$ cat src/rtl/core/rfrts_pkg.sv
// Package for the UART receive FIFO with RTS flow control.
// Holds the request codes, register indexes, field widths and register reset values.
// No dependencies.
package rfrts_pkg;

  // Field widths fixed by the interface.
  localparam int unsigned ByteW  = 8;
  localparam int unsigned LevelW = 6;
  localparam int unsigned ReqW   = 2;
  localparam int unsigned CfgIdxW = 1;

  // Request codes carried on req_type.
  typedef enum logic [ReqW-1:0] {
    ReqPush  = 2'd0,
    ReqPop   = 2'd1,
    ReqFlush = 2'd2,
    ReqNop   = 2'd3
  } req_e;

  // Configuration register indexes.
  typedef enum logic [CfgIdxW-1:0] {
    CfgHighWater = 1'b0,
    CfgLowWater  = 1'b1
  } cfg_idx_e;

  // Register reset values.
  localparam logic [LevelW-1:0] HighWaterReset = 6'd48;
  localparam logic [LevelW-1:0] LowWaterReset  = 6'd16;

endpackage

$ cat src/rtl/core/rfrts_store.sv
// Byte store of the receive FIFO: one write port, one read port, registered read data.
// Depends on rfrts_pkg for the byte width.
module rfrts_store #(
  parameter int unsigned DEPTH = 64,
  parameter int unsigned AW    = 6
) (
  input  logic                    clk_i,
  input  logic                    wr_en_i,
  input  logic [AW-1:0]           wr_addr_i,
  input  logic [rfrts_pkg::ByteW-1:0] wr_data_i,
  input  logic                    rd_en_i,
  input  logic [AW-1:0]           rd_addr_i,
  output logic [rfrts_pkg::ByteW-1:0] rd_data_o
);
  import rfrts_pkg::*;

  logic [ByteW-1:0] mem_q [DEPTH];
  logic [ByteW-1:0] rd_data_q;

  // Write port; entries hold no reset value.
  always_ff @(posedge clk_i) begin
    if (wr_en_i) begin
      mem_q[wr_addr_i] <= wr_data_i;
    end
  end

  // Read port with registered read data.
  always_ff @(posedge clk_i) begin
    if (rd_en_i) begin
      rd_data_q <= mem_q[rd_addr_i];
    end
  end

  assign rd_data_o = rd_data_q;

endmodule

$ cat src/rtl/core/rx_fifo_rts_flow_control_core.sv
// Top level of the UART receive FIFO with RTS flow control.
// Depends on rfrts_pkg and rfrts_store.
//
//   Channel   Handshake                  Payload
//   request   start_i, busy_o            req_type_i, rx_byte_i
//   result    done_o (one-cycle strobe)  read_data_o, read_valid_o, byte_dropped_o,
//                                        overflow_flag_o, rts_out_o, fill_count_o
//   config    cfg_valid_i, cfg_ready_o   cfg_index_i, cfg_data_i
//
// A request is taken at any edge with start_i high; busy_o stays low, so one request
// is taken per cycle. Its result shows in the next cycle, when the registered read
// data of the byte store is ready. Pointers, RTS and the overflow flag update at the
// accepting edge; a pop reads the store at that same edge. The receiver cannot stall.
// Reset clears pointers, RTS and the overflow flag, and loads the thresholds with
// 48 and 16; the store is not cleared.
module rx_fifo_rts_flow_control_core #(
  parameter int unsigned DEPTH = 64
) (
  input  logic                          clk_i,
  input  logic                          rst_ni,
  input  logic                          start_i,
  output logic                          busy_o,
  input  logic [rfrts_pkg::ReqW-1:0]    req_type_i,
  input  logic [rfrts_pkg::ByteW-1:0]   rx_byte_i,
  output logic                          done_o,
  output logic [rfrts_pkg::ByteW-1:0]   read_data_o,
  output logic                          read_valid_o,
  output logic                          byte_dropped_o,
  output logic                          overflow_flag_o,
  output logic                          rts_out_o,
  output logic [rfrts_pkg::LevelW-1:0]  fill_count_o,
  input  logic                          cfg_valid_i,
  output logic                          cfg_ready_o,
  input  logic [rfrts_pkg::CfgIdxW-1:0] cfg_index_i,
  input  logic [rfrts_pkg::LevelW-1:0]  cfg_data_i
);
  import rfrts_pkg::*;

  localparam int unsigned PtrW = $clog2(DEPTH);
  localparam int unsigned CmpW = (PtrW > LevelW) ? PtrW : LevelW;
  localparam logic [PtrW-1:0] LastSlot = PtrW'(DEPTH - 1);
  localparam logic [PtrW:0]   DepthW1  = (PtrW + 1)'(DEPTH);

  logic [PtrW-1:0]   wr_ptr_q, wr_ptr_d, rd_ptr_q, rd_ptr_d;
  logic              rts_q, rts_d, ovf_q, ovf_d;
  logic [LevelW-1:0] high_water_q, low_water_q;
  logic              done_q, valid_q, dropped_q;
  logic [ByteW-1:0]  store_rdata;
  logic              accept, full, empty;
  logic              store_we, store_re;
  logic [PtrW-1:0]   wr_next, rd_next;
  logic [CmpW-1:0]   push_count, pop_count, cur_count;
  req_e              req;

  // Held bytes for a pair of pointers, in the comparison width.
  function automatic logic [CmpW-1:0] held(input logic [PtrW-1:0] wr,
                                           input logic [PtrW-1:0] rd);
    logic [PtrW:0] diff;
    if (wr >= rd) begin
      diff = {1'b0, wr} - {1'b0, rd};
    end else begin
      diff = DepthW1 - {1'b0, rd} + {1'b0, wr};
    end
    return CmpW'(diff);
  endfunction

  assign busy_o      = 1'b0;
  assign cfg_ready_o = 1'b1;
  assign accept      = start_i && !busy_o;
  assign req         = req_e'(req_type_i);

  // Ring pointer arithmetic.
  assign wr_next    = (wr_ptr_q == LastSlot) ? '0 : wr_ptr_q + 1'b1;
  assign rd_next    = (rd_ptr_q == LastSlot) ? '0 : rd_ptr_q + 1'b1;
  assign full       = (wr_next == rd_ptr_q);
  assign empty      = (wr_ptr_q == rd_ptr_q);
  assign push_count = held(wr_next, rd_ptr_q);
  assign pop_count  = empty ? '0 : held(wr_ptr_q, rd_next);
  assign cur_count  = held(wr_ptr_q, rd_ptr_q);

  // Next state of pointers and flags for the accepted request.
  always_comb begin
    wr_ptr_d = wr_ptr_q;
    rd_ptr_d = rd_ptr_q;
    rts_d    = rts_q;
    ovf_d    = ovf_q;
    store_we = 1'b0;
    store_re = 1'b0;
    if (accept) begin
      case (req)
        ReqPush: begin
          if (full) begin
            ovf_d = 1'b1;
          end else begin
            store_we = 1'b1;
            wr_ptr_d = wr_next;
            if (push_count >= CmpW'(high_water_q)) begin
              rts_d = 1'b1;
            end
          end
        end
        ReqPop: begin
          if (!empty) begin
            store_re = 1'b1;
            rd_ptr_d = rd_next;
          end
          if (rts_q && (pop_count < CmpW'(low_water_q))) begin
            rts_d = 1'b0;
          end
        end
        ReqFlush: begin
          wr_ptr_d = '0;
          rd_ptr_d = '0;
          rts_d    = 1'b0;
        end
        default: begin
        end
      endcase
    end
  end

  // Control state.
  always_ff @(posedge clk_i or negedge rst_ni) begin
    if (!rst_ni) begin
      wr_ptr_q  <= '0;
      rd_ptr_q  <= '0;
      rts_q     <= 1'b0;
      ovf_q     <= 1'b0;
      done_q    <= 1'b0;
      valid_q   <= 1'b0;
      dropped_q <= 1'b0;
    end else begin
      wr_ptr_q  <= wr_ptr_d;
      rd_ptr_q  <= rd_ptr_d;
      rts_q     <= rts_d;
      ovf_q     <= ovf_d;
      done_q    <= accept;
      valid_q   <= store_re;
      dropped_q <= accept && (req == ReqPush) && full;
    end
  end

  // Threshold registers.
  always_ff @(posedge clk_i or negedge rst_ni) begin
    if (!rst_ni) begin
      high_water_q <= HighWaterReset;
      low_water_q  <= LowWaterReset;
    end else if (cfg_valid_i && cfg_ready_o) begin
      unique case (cfg_idx_e'(cfg_index_i))
        CfgHighWater: high_water_q <= cfg_data_i;
        CfgLowWater:  low_water_q  <= cfg_data_i;
        default: begin
        end
      endcase
    end
  end

  rfrts_store #(
    .DEPTH(DEPTH),
    .AW   (PtrW)
  ) u_store (
    .clk_i    (clk_i),
    .wr_en_i  (store_we),
    .wr_addr_i(wr_ptr_q),
    .wr_data_i(rx_byte_i),
    .rd_en_i  (store_re),
    .rd_addr_i(rd_ptr_q),
    .rd_data_o(store_rdata)
  );

  // Result: state registers already hold the values after the request.
  assign done_o          = done_q;
  assign read_valid_o    = valid_q;
  assign read_data_o     = valid_q ? store_rdata : '0;
  assign byte_dropped_o  = dropped_q;
  assign overflow_flag_o = ovf_q;
  assign rts_out_o       = rts_q;
  assign fill_count_o    = cur_count[LevelW-1:0];

  // A dropped byte always leaves the overflow flag set.
  a_drop_sets_ovf: assert property (@(posedge clk_i) disable iff (!rst_ni)
    done_q && dropped_q |-> ovf_q) else $error("drop without overflow flag");

  // A result never both returns and drops a byte.
  a_valid_drop_excl: assert property (@(posedge clk_i) disable iff (!rst_ni)
    !(valid_q && dropped_q)) else $error("read and drop in one result");

  // Only reset clears the overflow flag.
  a_ovf_sticky: assert property (@(posedge clk_i) disable iff (!rst_ni)
    !$fell(ovf_q)) else $error("overflow flag cleared");

  // A flush leaves the FIFO empty with RTS low.
  a_flush_empties: assert property (@(posedge clk_i) disable iff (!rst_ni)
    accept && (req == ReqFlush) |=> (cur_count == '0) && !rts_q)
    else $error("flush did not empty the FIFO");

  // Every request gets its result in the next cycle.
  a_result_follows: assert property (@(posedge clk_i) disable iff (!rst_ni)
    accept |=> done_q) else $error("missing result strobe");

endmodule

$ cat config.mk
export PLATFORM = sky130hd
export DESIGN_NAME = rx_fifo_rts_flow_control_core
export DESIGN_NICKNAME = d
export VERILOG_FILES = /design/src/rtl/core/rfrts_pkg.sv /design/src/rtl/core/rfrts_store.sv /design/src/rtl/core/rx_fifo_rts_flow_control_core.sv
export SDC_FILE = /design/constraint.sdc
export NUM_CORES = 1
export LEC_CHECK = 0
export BUFFER_PORTS_ARGS = -buffer_cell sky130_fd_sc_hd__buf_4
export CAP_MARGIN = 10
export CORE_ASPECT_RATIO = 0.6
export CORE_MARGIN = 2
export CORE_UTILIZATION = 35
export CTS_BUF_LIST = sky130_fd_sc_hd__clkbuf_2 sky130_fd_sc_hd__clkbuf_4 sky130_fd_sc_hd__clkbuf_8
export CTS_CLUSTER_SIZE = 12
export DETAILED_ROUTE_END_ITERATION = 12
export PLACE_DENSITY = 0.57
export RECOVER_POWER = 25
export SYNTH_ARGS = -nofsm -noshare
export SYNTH_HDL_FRONTEND = slang
export SYNTH_HIERARCHICAL = 1
export SYNTH_SLANG_ARGS = --single-unit
$ cat constraint.sdc
create_clock -name clk_i -period 7.55 [get_ports clk_i]
set_input_delay 0.3775 -clock clk_i [delete_from_list [all_inputs] [get_ports clk_i]]
set_output_delay 0.3775 -clock clk_i [all_outputs]
set_load 0.05 [all_outputs]
# Yosys cells after proc, flatten, opt, wreduce, memory -nomap -nowiden
# Memories as Yosys holds them, arrays and structs flattened. A register that Yosys moved wholly into a read port is not among the register bits.
# Index checks and enable logic that the tools add are counted.
# word_totals
memories	1
word_cells	72
out_inout_bits	21
mem_bits_rw	512
regBits	29
# memory_table
memory	words	width	rd	rd_ports_with_merged_regs	write_ports	line	source
u_store.mem_q	64	8	1	1	1	rfrts_store.sv:17	logic [ByteW-1:0] mem_q [DEPTH];
# op_classes
bitwise	1
mux	23
n_eq_ne	10
n_reduce_logical	13
addsub	10
n_lt_le_gt_ge	5
# ops
cell	count
$mux W6	8
$ge A6 B6 Y1	4
$pmux W6 S2	2
$add A6 B6 Y6	3
$sub A6 B6 Y6	3
$add A6 B1 Y6 const B	2
$eq A6 B6 Y1	2
$eq A6 B6 Y1 const B	2
$sub A1 B6 Y6 const A	2
$mux W1	11
$reduce_and A3 Y1	3
$mux W8	1
$ne A2 B2 Y1 const B	4
$lt A6 B6 Y1	1
$reduce_and A5 Y1	1
$reduce_and A2 Y1	2
$reduce_bool A2 Y1	2
$logic_and A1 B1 Y1	3
$pmux W1 S3	1
$reduce_bool A3 Y1	1
$eq A2 B1 Y1 const B	1
$eq A2 B2 Y1 const B	1
$logic_not A2 Y1	1
$not A1 Y1	1

# Longest topological paths before layout
# Gate-level depths: netlist of run 1.
# logic_depth
word_depth	10
ltp_mapped	20
ltp_nobuf	18

# By module
# Netlist of run 1, hierarchy kept.
# by_module_without_submodules
module	instances	area_each_um2	cells_per_inst
rfrts_store	1	20246.9	940
rx_fifo_rts_flow_control_core	1	3032.9	339

# Least setup slack after synthesis of run 1
# OpenSTA, ideal clock, no wires.
# synth_path
path_type	reg-to-reg
start	reg wr_ptr_q[1]
end	reg rts_q, in the netlist rts_out_o
t_required_ns	7.425
setup_time_ns	0.125
path_slack_ns	3.456
path_buffers	2
path_stages_with_launch	21
t_arrival_ns	3.970
cell_sequence	dfrtp_1 -> ha_1 -> clkbuf_1 -> nand2_1 -> nor2_1 -> nor2_1 -> inv_1 -> ha_1 -> inv_1 -> fa_1 -> a21o_1 -> a21oi_1 -> o21bai_1 -> a211o_1 -> clkbuf_1 -> mux2_1 -> ha_1 -> a211oi_1 -> o211ai_1 -> nand4b_1 -> mux2_2
# synth_via
elab_chain_len	7
elab_cells_between_ends	21
classes_between	add/sub (5); order compare (4); eq/ne (6); mux (4); reduce/logical (2)
# synth_rtl
element	line	source
start: declaration	rx_fifo_rts_flow_control_core.sv:44	logic [PtrW-1:0] wr_ptr_q, wr_ptr_d, rd_ptr_q, rd_ptr_d;
start signal: assignment	rx_fifo_rts_flow_control_core.sv:133	wr_ptr_q <= wr_ptr_d;
$add A6 B1 Y6 (tied with other cells)	rx_fifo_rts_flow_control_core.sv:73	assign wr_next = (wr_ptr_q == LastSlot) ? '0 : wr_ptr_q + 1'b1;
$mux W6, on equally long branches	rx_fifo_rts_flow_control_core.sv:73, rx_fifo_rts_flow_control_core.sv:59	
$add A6 B6 Y6 (tied with other cells)	rx_fifo_rts_flow_control_core.sv:62	diff = DepthW1 - {1'b0, rd} + {1'b0, wr};
$mux W6 or $lt A6 B6 Y1 (tied branches)	rx_fifo_rts_flow_control_core.sv:59, rx_fifo_rts_flow_control_core.sv:107	
$ge A6 B6 Y1 or $logic_and A1 B1 Y1 (tied branches)	rx_fifo_rts_flow_control_core.sv:97, rx_fifo_rts_flow_control_core.sv:107	
$ne A2 B2 Y1 (no line)	--	
$reduce_and A5 Y1 (no line) *	--	
end signal: assignment	rx_fifo_rts_flow_control_core.sv:135	rts_q <= rts_d;
end: declaration	rx_fifo_rts_flow_control_core.sv:45	logic rts_q, rts_d, ovf_q, ovf_d;
# Mark *: on every way between the ends. The rest lies on a longest branch, timed or not.
# A chain may end at the register's enable or synchronous reset.

# Worst setup path after layout of run 1
# layout_path
start	reg wr_ptr_q[1]
end	mem u_store.mem_q[46][0], enable pin
# layout_via
elab_chain_len	8
elab_cells_between_ends	9
classes_between	add/sub (1); eq/ne (2); mux (6)
# layout_rtl
element	line	source
$add A6 B1 Y6 or $eq A6 B6 Y1 (tied branches)	rx_fifo_rts_flow_control_core.sv:73	
$mux W6 *	rx_fifo_rts_flow_control_core.sv:73	
$eq A6 B6 Y1 *	rx_fifo_rts_flow_control_core.sv:75	assign full = (wr_next == rd_ptr_q);
$mux W1 *	rx_fifo_rts_flow_control_core.sv:92	if (full) begin
$mux W1 *	rx_fifo_rts_flow_control_core.sv:90	case (req)
$mux W1 *	rx_fifo_rts_flow_control_core.sv:89	if (accept) begin
named net store_we	rx_fifo_rts_flow_control_core.sv:50	logic store_we, store_re;
$mux W1 *	rfrts_store.sv:22	if (wr_en_i) begin
$mux W1 (not written as such) *	rfrts_store.sv:23	mem_q[wr_addr_i] <= wr_data_i;
end: declaration	rfrts_store.sv:17	
# Mark *: on every way through the listed nets, which the timed path passes. The rest lies on a longest branch.

==> results.json, run 1 <==
{
  "p_per_area_mw_per_mm2": 345,
  "synthTopCellsByCount": "520 x edfxtp_1, 126 x mux4_2, 98 x nor2_1, 45 x ha_1, 44 x nand2_1",
  "whs_path_depth": 4,
  "slew_violations": 550,
  "status": "finished with violations",
  "gp_congestion": 0.874,
  "cap_violations": 9,
  "via_per_inst": 5.39,
  "n_antenna_cell": 0,
  "cts.sinks": 549,
  "die_width_um": 337,
  "hold_path_class": "in -> reg",
  "worstHoldStart": "cfg_index_i",
  "max_freq_ghz": 0.196,
  "worstPathMaxFanout": 21,
  "ys.flop_type": "edfxtp_1",
  "p_sw_mw": 3.07,
  "synth_fp_nets": 1350,
  "io_buffer_count": 39,
  "wl_per_cell_um": 25.1,
  "cts.clk_slew.worst_paths_ns": 0.07,
  "synth-compound-area-share_pct": 4.21,
  "postRouteAntennaNets": 0,
  "synth_cells": 1279,
  "ys_types": 69,
  "failed_checks": "max-capacitance violations, max-slew violations",
  "worstSetupPathType": "reg -> reg",
  "synth_mux_area_share_pct": 14.6,
  "synthAdderAreaFrac_pct": 2.85,
  "r2r_end": "u_store/mem_q[46][0]",
  "crit_required_ns": 7.83,
  "grt_pass1_wl_um": 86300,
  "vias": 12568,
  "grt_usage_pct": 17.3,
  "internal-power_mw": 5.95,
  "syn_area_per_cell_um2": 18.2,
  "rows": 73,
  "yosysSeqAreaShare_pct": 70.2,
  "vdd.ir_drop.worst_mv": 0.148,
  "instances_no_fill": 2332,
  "core-area_mm2": 0.0660,
  "drc": 0,
  "htreeDepth": 3,
  "clockBufferDepth": 3,
  "grt-ovfl-total": 0,
  "swShare_pct": 34.0,
  "antenna_found_initial": 0,
  "synth_xor_area_share_pct": 1.06,
  "period_share_pct": 67.5,
  "dr.first_iter.drc_count": 1242,
  "grt_max_degree": 65,
  "fin_nets": 1435,
  "arrival_ns": 5.38,
  "finalHoldViolations": 0,
  "ys_warn_count": 6,
  "p_clk_share_pct": 27.4,
  "io_pins": 42,
  "start_util_pct": 35.3,
  "synth_top_family_by_area": "multiplexers",
  "holdPathEnd": "high_water_q[5]",
  "p_comb_share_pct": 33.2,
  "wl_um": 58600,
  "netlist.area_leader.share_pct": 67.1,
  "synth_simple_gate_area_share_pct": 4.86,
  "cts_buffers": 81,
  "place_inst": 2173,
  "pwr-share-seq_pct": 39.4,
  "cts_tree": "done",
  "rsz0062_at_grt": "no",
  "die_h_um": 204,
  "power.leakage_nw": 8.33,
  "grt_pass1_vias": 12277,
  "cts_root_buf": "clkbuf_8",
  "fin_crit_ns": 5.10,
  "yosys.area.top_type": "edfxtp_1",
  "netlist_area_mm2": 0.0233,
  "worst_slew_pin_slew_ns": 3.43,
  "clk_latency_ns": 0.67,
  "dp_hpwl_um": 36600,
  "dr.pass1.iters": 5,
  "synth_edf_count": 520,
  "reg2reg_slack_ns": 2.45,
  "fin_skew_ns": 0.0521,
  "synth.top_cells.by_area": "edfxtp_1 67%, mux4_2 12%, dfrtp_1 2.8%, ha_1 2.4%, nor2_1 1.6%",
  "r2r-start": "wr_ptr_q[1]",
  "async_reset_ff_share_pct": 5.28,
  "worst_setup_path_end_kind": "register",
  "slew-limit-headroom_pct": -128,
  "setup_tns_ns": 0,
  "area_growth_pct": 12.3,
  "reg2reg_depth": 11,
  "final-setup-viol-count": 0,
  "synth-seq-cells": 549,
  "cp-start-kind": "register",
  "layout-drive-gt1-share_pct": 24.1,
  "synth_most_common_cell": "edfxtp_1",
  "die_area_mm2": 0.0687
}
==> worst max-delay path, cell delays in order, from the launching register on <==
cell,delay (ns)
dfrtp_1,0.92
ha_1,0.44
nand3_1,0.13
nand2_1,0.12
a31oi_1,0.16
ha_1,0.43
nand2_1,0.14
nor2_1,0.12
nor2_1,0.42
nor2b_1,0.33
nand3_1,0.61
nor2_1,0.87
==> repair_timing <==
action | CTS | global route
gates resized for setup | 0 | 0
endpoints found under the hold margin | 42 | 0
buffers inserted | 0 | 0
hold buffers | 8 | 0
==> worst max path at each step <==
| stage | startpoint | endpoint | slack, ns | cells after the start |
|---|---|---|---|---|
| final | wr_ptr_q[1] | u_store/mem_q[46][0] | 2.45 | 11 |
| after CTS | rd_ptr_q[0] | fill_count_o[3] | 2.57 | 9 |
| after floorplan | wr_ptr_q[1] | rts_out_o | 3.46 | 20 |
| after global placement | wr_ptr_q[1] | u_store/mem_q[46][0] | 2.88 | 11 |
| after global routing | wr_ptr_q[1] | u_store/mem_q[46][4] | 2.16 | 11 |
| after detailed placement | wr_ptr_q[1] | u_store/mem_q[46][0] | 2.66 | 11 |
==> cell usage in the layout (no fill, tap or decap), types with 30 or more instances in the layout <==
| cell | Yosys | layout |
|---|---|---|
| buf_4 | 15 | 42 |
| clkbuf_4 | 0 | 33 |
| clkbuf_8 | 0 | 81 |
| edfxtp_1 | 520 | 520 |
| ha_1 | 45 | 45 |
| inv_1 | 38 | 38 |
| mux2i_1 | 30 | 30 |
| mux4_2 | 126 | 126 |
| nand2_1 | 44 | 44 |
| nor2_1 | 98 | 98 |
==> stage by stage <==
stage / utilization [%] / setup slack [ns] / total power [mW] / hold WS [ns] / area, um2
floorplan: - / 3.46 / 5.73 / 0.0819 / 23300
global placement: 37.0 / 2.88 / 6.57 / 0.330 / 24500
detailed placement: 37.0 / 2.66 / 6.58 / 0.333 / 24500
CTS: 39.7 / 2.57 / 9.08 / 0.0827 / 26200
global route: 39.6 / 2.16 / 9.47 / 0.155 / 26200
finish: 39.6 / 2.45 / 9.02 / 0.139 / 26200
==> area by class of cell <==
| class | instances | area [um2] |
|---|---|---|
| clock buffer | 114 | 1360 |
| clock inverter | 37 | 289 |
| fill | 5972 | 39900 |
| inverter | 39 | 146 |
| multi-input combinational | 633 | 6440 |
| sequential | 549 | 16400 |
| tap | 900 | 1130 |
| timing repair buffer | 60 | 433 |
==> kinds of logic (layout without fill, tap and decap cells) <==
group	after synthesis	in the layout
simple gates	241	241
fa+ha+maj	50	50
mux	180	180
compound gates	136	136
other cells	2	2
buf+inv	97	250
xor+xnor	24	24
flops	549	549
==> registers in the layout, summed over array words and instances, names as in the netlist <==
| signal | cells |
|---|---|
| wr_ptr_q | 6 |
| u_store/mem_q | 512 |
| low_water_q | 6 |
| read_valid_o | 1 |
| overflow_flag_o | 1 |
| done_o | 1 |
| byte_dropped_o | 1 |
| high_water_q | 6 |
| rts_out_o | 1 |
| u_store/rd_data_o | 8 |
| rd_ptr_q | 6 |
==> power by group through the flow <==
stage          combinational [mW]  clock, mW  sequential, mW
2_1_floorplan                2.21          0            3.52
3_3_place_gp                 2.96          0            3.61
3_5_place_dp                 2.97          0            3.61
4_1_cts                      2.99       2.54            3.55
5_1_grt                      3.23       2.68            3.57
6_report                     2.99       2.47            3.55
==> metal layers <==
metal / global-route usage [%] / up-vias / routed length (um)
li1: - / 5333 / -
met1: 28.0 / 6618 / 29300
met2: 21.8 / 544 / 22600
met3: 5.93 / 73 / 5820
met4: 3.81 / 0 / 940
met5: 0 / - / 0
No activity file was read; power rests on OpenSTA's default activity.
==> inputs of run 2 (changes only) <==
--- a/config.mk
+++ b/config.mk
@@ -5,6 +5,7 @@
 export SDC_FILE = /design/constraint.sdc
 export NUM_CORES = 1
 export LEC_CHECK = 0
+export ABC_AREA = 1
 export BUFFER_PORTS_ARGS = -buffer_cell sky130_fd_sc_hd__buf_4
 export CAP_MARGIN = 10
 export CORE_ASPECT_RATIO = 0.6
@@ -13,7 +14,7 @@
 export CTS_BUF_LIST = sky130_fd_sc_hd__clkbuf_2 sky130_fd_sc_hd__clkbuf_4 sky130_fd_sc_hd__clkbuf_8
 export CTS_CLUSTER_SIZE = 12
 export DETAILED_ROUTE_END_ITERATION = 12
-export PLACE_DENSITY = 0.57
+export PLACE_DENSITY = 0.59
 export RECOVER_POWER = 25
 export SYNTH_ARGS = -nofsm -noshare
 export SYNTH_HDL_FRONTEND = slang
==> constraint.sdc (replaced) <==
create_clock -name clk_i -period 4.5 [get_ports clk_i]
set_input_delay 0.225 -clock clk_i [delete_from_list [all_inputs] [get_ports clk_i]]
set_output_delay 0.225 -clock clk_i [all_outputs]
set_load 0.05 [all_outputs]
==> run 2 against run 1 <==
  * The run still ends with max-capacitance violations, max-slew violations left
  * Flip-flop and latch count did not move
  * Utilization decreased by 0.47 points
  * Die area up 5.1%
  * Design area rose by 4.0%
  * Synthesized area increased by 5.2%
  * Critical path depth rose by 11
  * Highest routed layer unchanged
  * Critical path type unchanged
  * Critical endpoint is now rts_out_o
==> results.json, run 2 <==
{
  "fin_crit_ns": 3.92,
  "start_util_pct": 35.2,
  "die_area_mm2": 0.0721,
  "instances_no_fill": 3278,
  "crit_required_ns": 5.10,
  "r2r-start": "wr_ptr_q[0]",
  "n_antenna_cell": 0,
  "reg2reg_slack_ns": 0.58,
  "final_common_cell": "nand2_1",
  "layout-drive-gt1-share_pct": 10.3,
  "p_per_area_mw_per_mm2": 581,
  "synth_cells": 2220,
  "reg2reg_depth": 22,
  "io_buffer_count": 39,
  "yosys.area.top_type": "edfxtp_1",
  "clk_latency_ns": 0.71,
  "crit_path_start": "wr_ptr_q[0]",
  "power.leakage_nw": 10.1,
  "yosysSeqAreaShare_pct": 66.8,
  "antenna_found_initial": 0,
  "grt_pass1_vias": 16246,
  "dr.first_iter.drc_count": 2013,
  "vias": 16866,
  "htreeDepth": 3,
  "grt-ovfl-total": 0,
  "synth_most_common_cell": "nand2_1",
  "netlist_area_mm2": 0.0245,
  "pre_cts_slack_ns": 0.684,
  "via_per_inst": 5.15,
  "ys.flop_type": "edfxtp_1",
  "whs_path_depth": 2,
  "cts.sinks": 549,
  "vdd.ir_drop.worst_mv": 0.571,
  "period_share_pct": 87.1,
  "fin_nets": 2357,
  "finalHoldViolations": 0,
  "die_width_um": 345,
  "slew_violations": 520,
  "cap_violations": 8,
  "worstSetupPathType": "reg -> reg",
  "hold_path_class": "in -> reg",
  "worstHoldStart": "start_i",
  "arrival_ns": 4.52,
  "worstPathMaxFanout": 14,
  "r2r_end": "rts_out_o",
  "rows": 75,
  "ys_types": 47,
  "largest_reg_flops": 512,
  "setup_tns_ns": 0,
  "die_h_um": 209,
  "io_pins": 42,
  "cts_tree": "done",
  "holdPathEnd": "done_o",
  "core-area_mm2": 0.0695,
  "dp_hpwl_um": 39900,
  "hold_ws_ns": 0.280,
  "wl_per_cell_um": 20.0,
  "postRouteAntennaNets": 0,
  "status": "finished with violations",
  "worst_setup_path_end_kind": "register",
  "async_reset_ff_share_pct": 5.28,
  "area_growth_pct": 11.1,
  "p_total_mw": 15.8,
  "synth-seq-cells": 549,
  "cts_root_buf": "clkbuf_8",
  "synthTopCellsByCount": "740 x nand2_1, 520 x edfxtp_1, 458 x nand3_1, 82 x inv_1, 77 x nor2_1",
  "netlist.area_leader.share_pct": 63.8,
  "max_freq_ghz": 0.255,
  "drc": 0,
  "rsz0062_at_grt": "no",
  "layout_common_cells": "740 x nand2_1, 520 x edfxtp_1, 458 x nand3_1",
  "fin_skew_ns": 0.0637,
  "synth_fp_nets": 2291,
  "fin_ws_ns": 0.581,
  "cp-start-kind": "register",
  "gp_congestion": 0.853,
  "cts.clk_slew.worst_paths_ns": 0.08,
  "regMostFlops": "u_store/mem_q",
  "dr.pass1.iters": 6,
  "worst_slew_pin_slew_ns": 3.56,
  "wl_um": 65600,
  "clockBufferDepth": 3,
  "final-setup-viol-count": 0,
  "fillers": 6671,
  "place_inst": 3106,
  "grt_max_degree": 170,
  "synth.top_cells.by_area": "edfxtp_1 64%, nand2_1 11%, nand3_1 9.4%, dfrtp_1 2.7%, ha_1 2.3%",
  "seqCellArea_mm2": 0.0164,
  "ys_warn_count": 6,
  "multiInputGateArea_mm2": 0.00694,
  "grt_usage_pct": 18.0,
  "failed_checks": "max-capacitance violations, max-slew violations",
  "cts_buffers": 85,
  "syn_area_per_cell_um2": 11.0,
  "synth_edf_count": 520,
  "slew-limit-headroom_pct": -137,
  "grt_pass1_wl_um": 99100
}
[run 2: changes by cell type after synthesis, moves of 30 or more]
| cell | previous run | this run |
|---|---|---|
| nand2_1 | 44 | 740 |
| mux4_2 | 126 | 0 |
| mux2i_1 | 30 | 0 |
| nand3_1 | 23 | 458 |
| inv_1 | 38 | 82 |
| buf_6 | 4 | 36 |
[run 2: what timing repair did]
| action | CTS | global route |
|---|---|---|
| hold buffers | 17 | 0 |
| setup buffers | 0 | 0 |
| hold endpoints to repair | 49 | 0 |
| resized for setup | 0 | 0 |
[run 2: power by group]
group	leakage (nW)	total, mW	internal, mW	switching, mW
clock network	0.858	4.08	2.07	2.01
logic	4.25	5.92	1.79	4.13
registers	5.04	5.81	5.72	0.0990
[run 2: through the flow]
step           area [um2]  util, %
6_report            27200     39.1
5_1_grt             27200     39.1
4_1_cts             27200     39.2
3_5_place_dp        25400     36.6
3_3_place_gp        25400     36.6
2_1_floorplan       24500        -
[run 2: critical path, stage by stage (launching register included)]
cell     delay (ns)
dfrtp_1        0.63
ha_1           0.28
nand2_2        0.08
nor2_4         0.11
nand2_2        0.07
nand2_1        0.11
ha_1           0.16
inv_1          0.06
fa_1           0.44
nand3_1        0.10
nand3_1        0.10
nand2_1        0.09
a21oi_1        0.06
nor3_1         0.19
inv_1          0.18
nand3_1        0.12
o21ai_0        0.09
ha_1           0.31
a21oi_1        0.15
o21a_1         0.13
nand4_1        0.15
nand4_1        0.14
nand2_1        0.06
[run 2: how the worst max path moves through the flow]
stage / endpoint / slack, ns / depth (start not counted)
global route: rts_out_o / 0.27 / 23
detailed placement: rts_out_o / 0.68 / 22
CTS: fill_count_o[4] / 0.64 / 10
floorplan: u_store/mem_q[48][0] / 0.85 / 15
finish: rts_out_o / 0.58 / 22
global placement: rts_out_o / 0.80 / 23
[run 2: cell type report]
cell class / instances / area share [%]
sequential: 549 / 60.1
multi-input combinational: 1464 / 25.5
clock buffer: 110 / 5.04
tap: 924 / 4.25
timing repair buffer: 98 / 2.83
inverter: 88 / 1.29
clock inverter: 45 / 0.984
[run 2: kinds of logic after synthesis]
| family | Yosys count | share of synthesized area, % |
|---|---|---|
| other | 2 | 0.0307 |
| xor gates and xnor gates | 20 | 0.716 |
| and+or+nand+nor | 1322 | 23.2 |
| adders and majority gates | 50 | 2.71 |
| buffers and inverters | 207 | 4.88 |
| DFF | 549 | 66.8 |
| AOI/OAI and AO/OA | 70 | 1.65 |
[run 2: routing by layer]
layer / vias to the layer above / global-route usage (%) / part of all wire [%]
met1: 8245 / 27.1 / 47
met2: 685 / 25.1 / 41
met3: 85 / 5.15 / 9.7
met4: 0 / 5.19 / 1.8
li1: 7851 / - / -
met5: - / 0 / 0
